===== config.mk =====
export PLATFORM = sky130hd
export DESIGN_NAME = nearest_point_split
export DESIGN_NICKNAME = d
export VERILOG_FILES = /design/src/sv/nps_pkg.sv /design/src/sv/nps_dist.sv /design/src/sv/nearest_point_split.sv
export SDC_FILE = /design/constraint.sdc
export NUM_CORES = 2
export LEC_CHECK = 0
export ABC_AREA = 0
export BUFFER_PORTS_ARGS = -buffer_cell sky130_fd_sc_hd__buf_2
export CORE_ASPECT_RATIO = 0.6
export CORE_MARGIN = 10
export CORE_UTILIZATION = 55
export CTS_CLUSTER_DIAMETER = 60
export DETAILED_ROUTE_END_ITERATION = 8
export MAX_ROUTING_LAYER = met4
export PLACE_DENSITY_LB_ADDON = 0.3
export SLEW_MARGIN = 5
export SYNTH_ARGS = -nofsm -noshare
export SYNTH_HDL_FRONTEND = slang
export SYNTH_SLANG_ARGS = --single-unit

===== constraint.sdc =====
create_clock -name clk -period 10.2 [get_ports clk]
set_input_delay 2.55 -clock clk [delete_from_list [all_inputs] [get_ports clk]]
set_output_delay 2.55 -clock clk [all_outputs]
set_load 0.01 [all_outputs]

===== src/sv/nps_pkg.sv =====
// ----------------------------------------------------------------------------
// nps_pkg
// Shared constants, codes and types for the nearest point split block.
// ----------------------------------------------------------------------------
package nps_pkg;

  localparam int MAX_POINTS_DEF = 64;
  localparam int COORD_BITS_DEF = 24;
  localparam int FIELD_W        = 24;
  localparam int IDX_W          = 6;
  localparam int MODE_W         = 2;

  typedef enum logic [MODE_W-1:0] {
    MODE_LOAD    = 2'd0,
    MODE_NEAREST = 2'd1,
    MODE_SPLIT   = 2'd2,
    MODE_NONE    = 2'd3
  } mode_t;

  localparam logic KIND_NEAREST = 1'b0;
  localparam logic KIND_SPLIT   = 1'b1;

  // one-cycle commands to the shared distance unit
  typedef struct packed {
    logic diff;
    logic sq_x;
    logic sq_y;
    logic sum;
  } dist_ctl_t;

endpackage


===== src/sv/nps_dist.sv =====
// ----------------------------------------------------------------------------
// nps_dist
// Shared squared-distance unit: one subtract/abs step, then one multiplier
// squaring dx and dy in turn, then the sum.
// ----------------------------------------------------------------------------
module nps_dist #(
  parameter int CW = nps_pkg::COORD_BITS_DEF
) (
  input  logic                    clk,
  input  nps_pkg::dist_ctl_t      ctl,
  input  logic signed [CW-1:0]    px,
  input  logic signed [CW-1:0]    py,
  input  logic signed [CW-1:0]    qx,
  input  logic signed [CW-1:0]    qy,
  output logic [2*(CW+1):0]       dsq
);
  import nps_pkg::*;

  localparam int DIFF_W = CW + 1;
  localparam int PROD_W = 2 * DIFF_W;
  localparam int DIST_W = PROD_W + 1;

  logic signed [DIFF_W-1:0] dx_s, dy_s;
  logic [DIFF_W-1:0] dx_abs, dy_abs;
  logic [DIFF_W-1:0] dx_r, dy_r, mul_op;
  logic [PROD_W-1:0] prod, prod_r, sqx_r;
  logic [DIST_W-1:0] dist_r;

  assign dx_s   = DIFF_W'(px) - DIFF_W'(qx);
  assign dy_s   = DIFF_W'(py) - DIFF_W'(qy);
  assign dx_abs = dx_s[DIFF_W-1] ? DIFF_W'(-dx_s) : DIFF_W'(dx_s);
  assign dy_abs = dy_s[DIFF_W-1] ? DIFF_W'(-dy_s) : DIFF_W'(dy_s);

  assign mul_op = ctl.sq_y ? dy_r : dx_r;
  assign prod   = PROD_W'(mul_op) * PROD_W'(mul_op);

  always_ff @(posedge clk) begin
    if (ctl.diff) begin
      dx_r <= dx_abs;
      dy_r <= dy_abs;
    end
    if (ctl.sq_x || ctl.sq_y) begin
      prod_r <= prod;
    end
    if (ctl.sq_y) begin
      sqx_r <= prod_r;
    end
    if (ctl.sum) begin
      dist_r <= DIST_W'(sqx_r) + DIST_W'(prod_r);
    end
  end

  assign dsq = dist_r;

endmodule


===== src/sv/nearest_point_split.sv =====
// ----------------------------------------------------------------------------
// nearest_point_split
// Ordered store of 2D points with nearest-point search and begin/end split.
// ----------------------------------------------------------------------------
// Channel  Dir  Ports                                         Beats
// in_      in   mode, query_x, query_y, end_x, end_y           one per command
// out_     out  kind, point_index, point_x, point_y,           0, 1 or count
//               is_profile, valid_res, last
//
// Load: stored without leaving S_IDLE, no output beat.
// Nearest: S_RD, S_DIF, S_SQX, S_SQY, S_SUM, S_CMP per point, then S_ANS;
//   the single multiplier squares dx then dy for every point in turn.
// Split: two searches (query, then end point), then S_ERD/S_EOUT per beat.
// Synchronous active-low reset clears the point count; no clearing pass.
// A stalled output beat holds the sequencer in place; in_stall stays high
//   until the last beat of a command is in the output register.
// ----------------------------------------------------------------------------
module nearest_point_split #(
  parameter int MAX_POINTS = nps_pkg::MAX_POINTS_DEF,
  parameter int COORD_BITS = nps_pkg::COORD_BITS_DEF
) (
  input  logic                                clk,
  input  logic                                rst_n,
  input  logic                                in_valid,
  output logic                                in_stall,
  input  logic [nps_pkg::MODE_W-1:0]          in_mode,
  input  logic signed [nps_pkg::FIELD_W-1:0]  in_query_x,
  input  logic signed [nps_pkg::FIELD_W-1:0]  in_query_y,
  input  logic signed [nps_pkg::FIELD_W-1:0]  in_end_x,
  input  logic signed [nps_pkg::FIELD_W-1:0]  in_end_y,
  output logic                                out_valid,
  input  logic                                out_stall,
  output logic                                out_kind,
  output logic [nps_pkg::IDX_W-1:0]           out_point_index,
  output logic signed [nps_pkg::FIELD_W-1:0]  out_point_x,
  output logic signed [nps_pkg::FIELD_W-1:0]  out_point_y,
  output logic                                out_is_profile,
  output logic                                out_valid_res,
  output logic                                out_last
);
  import nps_pkg::*;

  localparam int CW     = COORD_BITS;
  localparam int IDX_AW = $clog2(MAX_POINTS);
  localparam int CNT_W  = $clog2(MAX_POINTS + 1);
  localparam int DIST_W = 2 * (CW + 1) + 1;
  localparam int EXT_W  = FIELD_W + 32;

  typedef enum logic [9:0] {
    S_IDLE = 10'b0000000001,
    S_RD   = 10'b0000000010,
    S_DIF  = 10'b0000000100,
    S_SQX  = 10'b0000001000,
    S_SQY  = 10'b0000010000,
    S_SUM  = 10'b0000100000,
    S_CMP  = 10'b0001000000,
    S_ANS  = 10'b0010000000,
    S_ERD  = 10'b0100000000,
    S_EOUT = 10'b1000000000
  } state_t;

  state_t state_r, state_nxt;
  logic [CNT_W-1:0]  count_r, count_nxt;
  logic [IDX_AW-1:0] idx_r, idx_nxt;
  logic              phase_r, phase_nxt;
  logic              split_r, split_nxt;
  logic [IDX_AW-1:0] best_idx_r, best_idx_nxt;
  logic [DIST_W-1:0] best_dist_r, best_dist_nxt;
  logic [IDX_AW-1:0] ib_r, ib_nxt, ie_r, ie_nxt;
  logic signed [CW-1:0] q_x_r, q_y_r, e_x_r, e_y_r;
  logic signed [CW-1:0] q_x_nxt, q_y_nxt, e_x_nxt, e_y_nxt;
  logic              res_kind_r, res_kind_nxt, res_valid_r, res_valid_nxt;
  logic [IDX_AW-1:0] res_idx_r, res_idx_nxt;

  logic              out_valid_r, out_valid_nxt;
  logic              out_kind_r, out_kind_nxt, out_prof_r, out_prof_nxt;
  logic              out_vres_r, out_vres_nxt, out_last_r, out_last_nxt;
  logic [IDX_W-1:0]  out_idx_r, out_idx_nxt;
  logic [FIELD_W-1:0] out_x_r, out_x_nxt, out_y_r, out_y_nxt;

  logic [2*CW-1:0]   mem [MAX_POINTS];
  logic [2*CW-1:0]   rd_data_r;
  logic              mem_we;

  logic              in_acc, out_free, take, last_pt;
  logic [IDX_AW-1:0] best_upd;
  logic [DIST_W-1:0] dsq;
  logic signed [CW-1:0] rd_x, rd_y, tgt_x, tgt_y;
  logic [EXT_W-1:0]  zx, zy, zex, zey;
  logic signed [EXT_W-1:0] sx_ext, sy_ext;
  dist_ctl_t         ctl;

  assign in_acc   = in_valid && !in_stall;
  assign in_stall = (state_r != S_IDLE);
  assign out_free = !out_valid_r || !out_stall;

  // coordinates are the low COORD_BITS of the zero-extended field
  assign zx  = EXT_W'($unsigned(in_query_x));
  assign zy  = EXT_W'($unsigned(in_query_y));
  assign zex = EXT_W'($unsigned(in_end_x));
  assign zey = EXT_W'($unsigned(in_end_y));

  assign rd_x   = rd_data_r[2*CW-1:CW];
  assign rd_y   = rd_data_r[CW-1:0];
  assign sx_ext = EXT_W'(rd_x);
  assign sy_ext = EXT_W'(rd_y);
  assign tgt_x  = phase_r ? e_x_r : q_x_r;
  assign tgt_y  = phase_r ? e_y_r : q_y_r;

  assign mem_we = in_acc && (in_mode == MODE_LOAD) && (count_r < CNT_W'(MAX_POINTS));

  always_ff @(posedge clk) begin
    if (mem_we) begin
      mem[count_r[IDX_AW-1:0]] <= {zx[CW-1:0], zy[CW-1:0]};
    end
    rd_data_r <= mem[idx_r];
  end

  assign ctl.diff = (state_r == S_DIF);
  assign ctl.sq_x = (state_r == S_SQX);
  assign ctl.sq_y = (state_r == S_SQY);
  assign ctl.sum  = (state_r == S_SUM);

  nps_dist #(.CW(CW)) u_dist (
    .clk  (clk),
    .ctl  (ctl),
    .px   (rd_x),
    .py   (rd_y),
    .qx   (tgt_x),
    .qy   (tgt_y),
    .dsq  (dsq)
  );

  assign take     = (idx_r == '0) || (dsq < best_dist_r);
  assign best_upd = take ? idx_r : best_idx_r;
  assign last_pt  = ((CNT_W'(idx_r) + CNT_W'(1)) == count_r);

  always_comb begin
    state_nxt     = state_r;
    count_nxt     = count_r;
    idx_nxt       = idx_r;
    phase_nxt     = phase_r;
    split_nxt     = split_r;
    best_idx_nxt  = best_idx_r;
    best_dist_nxt = best_dist_r;
    ib_nxt        = ib_r;
    ie_nxt        = ie_r;
    q_x_nxt       = q_x_r;
    q_y_nxt       = q_y_r;
    e_x_nxt       = e_x_r;
    e_y_nxt       = e_y_r;
    res_kind_nxt  = res_kind_r;
    res_idx_nxt   = res_idx_r;
    res_valid_nxt = res_valid_r;
    out_valid_nxt = out_valid_r && out_stall;
    out_kind_nxt  = out_kind_r;
    out_idx_nxt   = out_idx_r;
    out_x_nxt     = out_x_r;
    out_y_nxt     = out_y_r;
    out_prof_nxt  = out_prof_r;
    out_vres_nxt  = out_vres_r;
    out_last_nxt  = out_last_r;

    case (state_r)
      S_IDLE: begin
        if (in_acc) begin
          q_x_nxt   = zx[CW-1:0];
          q_y_nxt   = zy[CW-1:0];
          e_x_nxt   = zex[CW-1:0];
          e_y_nxt   = zey[CW-1:0];
          idx_nxt   = '0;
          phase_nxt = 1'b0;
          split_nxt = (in_mode == MODE_SPLIT);
          if (in_mode == MODE_LOAD) begin
            if (mem_we) begin
              count_nxt = count_r + CNT_W'(1);
            end
          end else if (in_mode == MODE_NEAREST || in_mode == MODE_SPLIT) begin
            if (count_r == '0) begin
              res_kind_nxt  = (in_mode == MODE_SPLIT) ? KIND_SPLIT : KIND_NEAREST;
              res_idx_nxt   = '0;
              res_valid_nxt = 1'b0;
              state_nxt     = S_ANS;
            end else begin
              state_nxt = S_RD;
            end
          end
        end
      end
      S_RD:  state_nxt = S_DIF;
      S_DIF: state_nxt = S_SQX;
      S_SQX: state_nxt = S_SQY;
      S_SQY: state_nxt = S_SUM;
      S_SUM: state_nxt = S_CMP;
      S_CMP: begin
        best_idx_nxt  = best_upd;
        best_dist_nxt = take ? dsq : best_dist_r;
        if (!last_pt) begin
          idx_nxt   = idx_r + IDX_AW'(1);
          state_nxt = S_RD;
        end else if (!split_r) begin
          res_kind_nxt  = KIND_NEAREST;
          res_idx_nxt   = best_upd;
          res_valid_nxt = 1'b1;
          state_nxt     = S_ANS;
        end else if (!phase_r) begin
          ib_nxt    = best_upd;
          phase_nxt = 1'b1;
          idx_nxt   = '0;
          state_nxt = S_RD;
        end else begin
          ie_nxt    = best_upd;
          idx_nxt   = '0;
          state_nxt = S_ERD;
        end
      end
      S_ANS: begin
        if (out_free) begin
          out_valid_nxt = 1'b1;
          out_kind_nxt  = res_kind_r;
          out_idx_nxt   = IDX_W'(res_idx_r);
          out_x_nxt     = '0;
          out_y_nxt     = '0;
          out_prof_nxt  = 1'b0;
          out_vres_nxt  = res_valid_r;
          out_last_nxt  = 1'b1;
          state_nxt     = S_IDLE;
        end
      end
      S_ERD: state_nxt = S_EOUT;
      S_EOUT: begin
        if (out_free) begin
          out_valid_nxt = 1'b1;
          out_kind_nxt  = KIND_SPLIT;
          out_idx_nxt   = IDX_W'(idx_r);
          out_x_nxt     = sx_ext[FIELD_W-1:0];
          out_y_nxt     = sy_ext[FIELD_W-1:0];
          out_prof_nxt  = (ib_r <= idx_r) && (idx_r <= ie_r);
          out_vres_nxt  = 1'b1;
          out_last_nxt  = last_pt;
          if (last_pt) begin
            state_nxt = S_IDLE;
          end else begin
            idx_nxt   = idx_r + IDX_AW'(1);
            state_nxt = S_ERD;
          end
        end
      end
      default: state_nxt = S_IDLE;
    endcase
  end

  always_ff @(posedge clk) begin
    if (!rst_n) begin
      state_r     <= S_IDLE;
      count_r     <= '0;
      out_valid_r <= 1'b0;
    end else begin
      state_r     <= state_nxt;
      count_r     <= count_nxt;
      out_valid_r <= out_valid_nxt;
    end
  end

  always_ff @(posedge clk) begin
    idx_r       <= idx_nxt;
    phase_r     <= phase_nxt;
    split_r     <= split_nxt;
    best_idx_r  <= best_idx_nxt;
    best_dist_r <= best_dist_nxt;
    ib_r        <= ib_nxt;
    ie_r        <= ie_nxt;
    q_x_r       <= q_x_nxt;
    q_y_r       <= q_y_nxt;
    e_x_r       <= e_x_nxt;
    e_y_r       <= e_y_nxt;
    res_kind_r  <= res_kind_nxt;
    res_idx_r   <= res_idx_nxt;
    res_valid_r <= res_valid_nxt;
    out_kind_r  <= out_kind_nxt;
    out_idx_r   <= out_idx_nxt;
    out_x_r     <= out_x_nxt;
    out_y_r     <= out_y_nxt;
    out_prof_r  <= out_prof_nxt;
    out_vres_r  <= out_vres_nxt;
    out_last_r  <= out_last_nxt;
  end

  assign out_valid       = out_valid_r;
  assign out_kind        = out_kind_r;
  assign out_point_index = out_idx_r;
  assign out_point_x     = out_x_r;
  assign out_point_y     = out_y_r;
  assign out_is_profile  = out_prof_r;
  assign out_valid_res   = out_vres_r;
  assign out_last        = out_last_r;

endmodule


Yosys cells after proc, flatten, opt, wreduce, memory -nomap -nowiden
Memory sizes are Yosys's and may differ from the RTL's. A register that Yosys moved wholly into a read port is not among the register bits.
Cells that the tools add are included.
Word-level totals
  register bits: 458
  RAM bits: 3072
  input port bits: 102
  output and inout port bits: 60
  word-level logic and storage cells: 171
  memories kept: 1
Memory list
  mem: words 64, bits a word 48, read ports 1, clocked after memory_dff 1, write ports 1, line nearest_point_split.sv:81  | logic [2*CW-1:0] mem [MAX_POINTS];
Cells by class
  add/sub/neg operators: 8
  multipliers: 1
  magnitude comparators: 4
  equal/unequal tests: 25
  mux-type cells: 71
  bitwise logic cells: 1
  reductions and logical operators: 29
Operator list (count)
  $mux W24: 7
  $pmux W10 S10: 1
  $pmux W24 S2: 2
  $mux W6: 14
  $add A50 B50 Y51: 1
  $lt A51 B51 Y1: 1
  $mul A25 B25 Y50: 1
  $mux W10: 5
  $neg A25 Y25: 2
  $sub A24 B24 Y25: 2
  $mux W9: 4
  $mux W1: 26
  $mux W25: 1
  $pmux W6 S2: 2
  $ne A2 B2 Y1 const B: 10
  $pmux W6 S3: 1
  $reduce_and A4 Y1: 4
  $pmux W1 S2: 7
  $le A6 B6 Y1: 2
  $eq A10 B1 Y1 const B: 1
  $eq A10 B10 Y1 const B: 1
  $eq A10 B2 Y1 const B: 1
  $eq A10 B3 Y1 const B: 1
  $eq A10 B4 Y1 const B: 1
  29 further kinds: 41

Logic depth before layout (Yosys ltp)
  word-level depth: 7
  gate-level depth with buffers: 35
  mapped depth without buffers: 32

Hierarchy
A second synthesis with hierarchy kept.
Unflattened totals
  cells, all modules: 8269
  area total of the unflattened synthesis: 157850.1 um^2
Modules (own cells, without submodules)
  nearest_point_split: times used 1, cells each 5224, area each 128390.6 um^2, sequential area each 100746.6 um^2
  nps_dist: times used 1, cells each 3045, area each 29459.5 um^2, sequential area each 5975.7 um^2

Least setup slack after synthesis
No wires, ideal clock.
  path type: reg-to-reg
  start point: register state_r[9]
  end point: register u_dist.prod_r[42] (data pin)
  library setup time: 0.264 ns
  data arrival time: 9.285 ns
  required time: 9.936 ns
  path slack: 0.651 ns
  cell stages (with the launch flop): 35
  buffers on the path: 3
  clock period less this slack: 9.549 ns
  cells stage by stage: dfxtp_1 -> nor4_1 -> nand2_1 -> nor4b_4 -> buf_2 -> buf_2 -> mux2i_1 -> inv_1 -> buf_1 -> nand2_1 -> fa_1 -> inv_1 -> fa_1 -> inv_1 -> fa_1 -> inv_1 -> fa_1 -> inv_1 -> fa_1 -> inv_1 -> fa_1 -> inv_1 -> fa_1 -> inv_1 -> ha_1 -> a21oi_1 -> o21ai_0 -> a21oi_1 -> nor2b_1 -> a311oi_1 -> o21ai_0 -> a211o_1 -> a31o_2 -> a31oi_1 -> xnor2_1
Between the ends
  longest elaborated chain between the ends: 3
Ends and longest elaborated chain
  from (decl): line nearest_point_split.sv:62  | state_t state_r, state_nxt;
  from (signal assigned): line nearest_point_split.sv:259  | state_r <= state_nxt;
  $eq A10 B5 Y1: line nearest_point_split.sv:121  | assign ctl.sq_y = (state_r == S_SQY);
  $mux W25: line nps_dist.sv:34  | assign mul_op = ctl.sq_y ? dy_r : dx_r;
  $mul A25 B25 Y50: line nps_dist.sv:35  | assign prod = PROD_W'(mul_op) * PROD_W'(mul_op);
  via u_dist.prod[42]: line nps_dist.sv:26  | logic [PROD_W-1:0] prod, prod_r, sqx_r;
  to (signal assigned): line nps_dist.sv:43  | prod_r <= prod;
  to (decl): line nps_dist.sv:26
The timed path passes the listed nets, and every way through them passes these cells.
A chain may end at the register's enable or synchronous reset.

Final worst setup path
  start point: register state_r[9]
  end point: register u_dist.prod_r[45] (data pin)
Same word-level chain as after synthesis.

==> flow_summary.json <==
{
  "dr_total_vias": 84000,
  "cts-htree-levels": 5,
  "grt_pass1_vias": 81600,
  "routedWlPerCell_um": 36.1,
  "hold_buffers": 0,
  "reg2reg_setup_slack_ns": 0.46,
  "portBuffers": 161,
  "synthCells": 8236,
  "syn_nets": 9152,
  "dr.pass1.iters": 6,
  "startpoint_type": "flop",
  "synth_seq_cells": 3576,
  "synth_top_cell_area_share_pct": 66.9,
  "worst_pin_slew_ns": 1.40,
  "use_met1_pct": 46.1,
  "place_inst": 12100,
  "gp_congestion": 1.05,
  "dp_hpwl_um": 286000,
  "synth.most_common_cell": "edfxtp_1",
  "min_path_type": "reg2reg",
  "path_class": "reg2reg",
  "fp-row-count": 152,
  "p_seq_share_pct": 40.5,
  "synth_area_leaders": "edfxtp_1 (67%), mux4_2 (14%), fa_1 (5.9%)",
  "wirelength_um": 460000,
  "die_x_um": 711,
  "grt_setup_unrepaired": "no",
  "gr-max-usage-layer": "met1",
  "setup_viol": 0,
  "p_sw_mw": 12.6,
  "outcome": "finished, final reports clean",
  "drive_gt1_share_pct": 22.3,
  "ios": 162,
  "fin_skew_ns": 0.0732,
  "synth_area_sq_mm": 0.158,
  "ys_top_cells_by_count": "edfxtp_1 (3510), mux4_2 (1008), inv_1 (763)",
  "worstSetupEndpointType": "flop",
  "groute.usage.overall_pct": 30.5,
  "comb_power_share_pct": 30.4,
  "switching_share_pct": 30.1,
  "power_density_mw_per_mm2": 239,
  "drv_slew": 0,
  "area_delta_synth_final_pct": 10.9,
  "worstPathArrival_ns": 10.39,
  "tns_ns": 0,
  "grt_max_degree": 130,
  "globalRouteMet2Util_pct": 40.3,
  "maxSlewHeadroom_pct": 6.69,
  "finalHoldViolCount": 0,
  "clkLatencyLatePin_ns": 0.92,
  "synth-seq-area-share_pct": 67.7,
  "synthSimpleGateAreaFrac_pct": 2.74,
  "final_cells": 12700,
  "synthFlopType": "edfxtp_1",
  "p_int_mw": 29.2,
  "maxCapViolations": 0,
  "synth_compound_area_share_pct": 2.19,
  "vias_per_cell": 6.59,
  "fillers": 19800,
  "yosys.area_share.adder_pct": 8.69,
  "finalCriticalPeriod_ns": 9.74,
  "cts.sinks": 3576,
  "ys_warn_count": 0,
  "maxClockFrequency_mhz": 103,
  "ir_drop_v": 0.000264,
  "core-area_sq_mm": 0.286,
  "drtIter0Drc": 14300,
  "drtAntennaViolNets": 0,
  "antenna_found_initial": 44,
  "synth_top_family_by_area": "multiplexers",
  "initial_core_util_pct": 55.2,
  "clk_pin_slew_ns": 0.07,
  "grt_use_met3_pct": 9.49,
  "cts_root_buf": "clkbuf_16",
  "cts_buffers": 323,
  "cp_max_fo": 27,
  "grt_overflow_total": 0,
  "final_nets": 9528,
  "die-area_sq_mm": 0.309,
  "muxShareOfSynthArea_pct": 15.0,
  "power_frac_clock_pct": 29.1,
  "placed_area_sq_mm": 0.164,
  "synthDistinctLibCells": 77,
  "yosysTopAreaCell": "edfxtp_1",
  "syn_area_per_cell_sq_um": 19.1,
  "fin_area_sq_mm": 0.175,
  "async_reset_ff_share_pct": 0,
  "drc": 0,
  "clk_path_buf_depth": 4,
  "fp.dieH_um": 435,
  "fin_crit_sh_pct": 95.5,
  "cp.required_ns": 10.85,
  "synth-edff-count": 3510,
  "cts_tree": "yes",
  "yosys.area_share.xor_xnor_pct": 1.05,
  "p_leak_nw": 60.0,
  "grt_pass1_wl_um": 644000
}
[final timing paths]
path	startpoint	to	cells past startpoint
max reg2reg	state_r[9]	u_dist.prod_r[45]	27
min	u_dist.dsq[0]	best_dist_r[0]	0
max	state_r[9]	u_dist.prod_r[45]	27
min reg2reg	u_dist.dsq[0]	best_dist_r[0]	0
[layout make-up]
cell class | instances | area (sq um) | share of cell area [%]
timing repair buffer | 382 | 2650 | 1.52
clock buffer | 419 | 8730 | 5.00
multi-input combinational | 3560 | 47300 | 27.1
clock inverter | 164 | 1620 | 0.928
inverter | 769 | 2900 | 1.66
sequential | 3576 | 107000 | 61.1
tap | 3850 | 4820 | 2.76
antenna | 14 | 35.0 | 0.0200
[placed cells by master, fill, tap and decap left out, types with 146 or more instances in the layout]
| cell type | count |
|---|---|
| clkbuf_16 | 332 |
| edfxtp_1 | 3510 |
| buf_2 | 161 |
| nor2_1 | 276 |
| mux4_2 | 1008 |
| fa_1 | 468 |
| buf_4 | 206 |
| inv_1 | 763 |
| nand2_1 | 260 |
| a21oi_1 | 146 |
| ha_1 | 346 |
[routing by layer]
metal,share of wire (%),vias up,routed length [um]
met5,0,-,0
met4,3.2,0,14900
met3,15,740,69500
met2,41,6203,190000
met1,40,44200,185000
li1,-,32800,-
[repair_timing]
action,in CTS,in global routing
endpoints found under the setup margin,0,1
setup buffers,0,0
gates resized for setup,0,1
[stage by stage]
stage / worst slack [ns] / power (mW) / hold WS, ns / utilization (%)
global route: 0.0450 / 43.2 / 0.459 / 61.2
floorplan: 0.651 / 26.0 / 0.417 / -
detailed placement: 0.638 / 29.8 / 0.438 / 57.5
finish: 0.459 / 41.8 / 0.455 / 61.2
CTS: 0.616 / 41.9 / 0.453 / 61.2
global placement: 0.739 / 29.6 / 0.433 / 57.5
[power by group through the flow]
stage	Sequential [mW]	Clock [mW]	Combinational, mW
CTS	16.9	12.3	12.6
finish	16.9	12.2	12.7
detailed placement	17.3	0	12.5
global placement	17.3	0	12.4
floorplan	17.1	0	8.94
global route	16.9	12.9	13.4
[logic make-up (layout without fill, tap and decap cells)]
logic type                 Yosys count  count (layout)
muxes                             1099            1099
adders and majority gates          814             814
DFF                               3576            3576
xor gates and xnor gates           189             189
other                                0              14
buffers and inverters             1100            1734
AOI/OAI and AO/OA                  524             524
and+or+nand+nor                    934             934
[worst max-delay path, stage by stage, from the launching register on]
cell and delay, ns:
dfxtp_1 0.37, nor4_1 0.47, nand2_1 0.28, nor4b_4 0.36
buf_12 0.24, mux2i_1 0.14, inv_1 0.71, nand2_1 0.26
fa_1 0.52, fa_1 0.55, inv_1 0.05, fa_1 0.54
fa_1 0.62, fa_1 0.46, fa_1 0.50, inv_1 0.05
fa_1 0.84, inv_1 0.10, ha_1 0.41, and3_1 0.25
nand2_1 0.08, o21ba_2 0.13, o221ai_1 0.14, a221oi_1 0.26
nand2_1 0.21, a31oi_1 0.52, o21bai_1 0.14, xor2_1 0.16
[flip-flops by register name, indices dropped and copies added, names as in the netlist, 7 cells and up]
name / cells
best_dist_r: 51
count_r: 7
e_x_r: 24
e_y_r: 24
mem: 3072
out_point_x: 24
out_point_y: 24
q_x_r: 24
q_y_r: 24
rd_data_r: 48
state_r: 10
u_dist.dsq: 51
u_dist.dx_r: 25
u_dist.dy_r: 25
u_dist.prod_r: 49
u_dist.sqx_r: 49
Note: power is estimated with default switching activity, not from simulation.
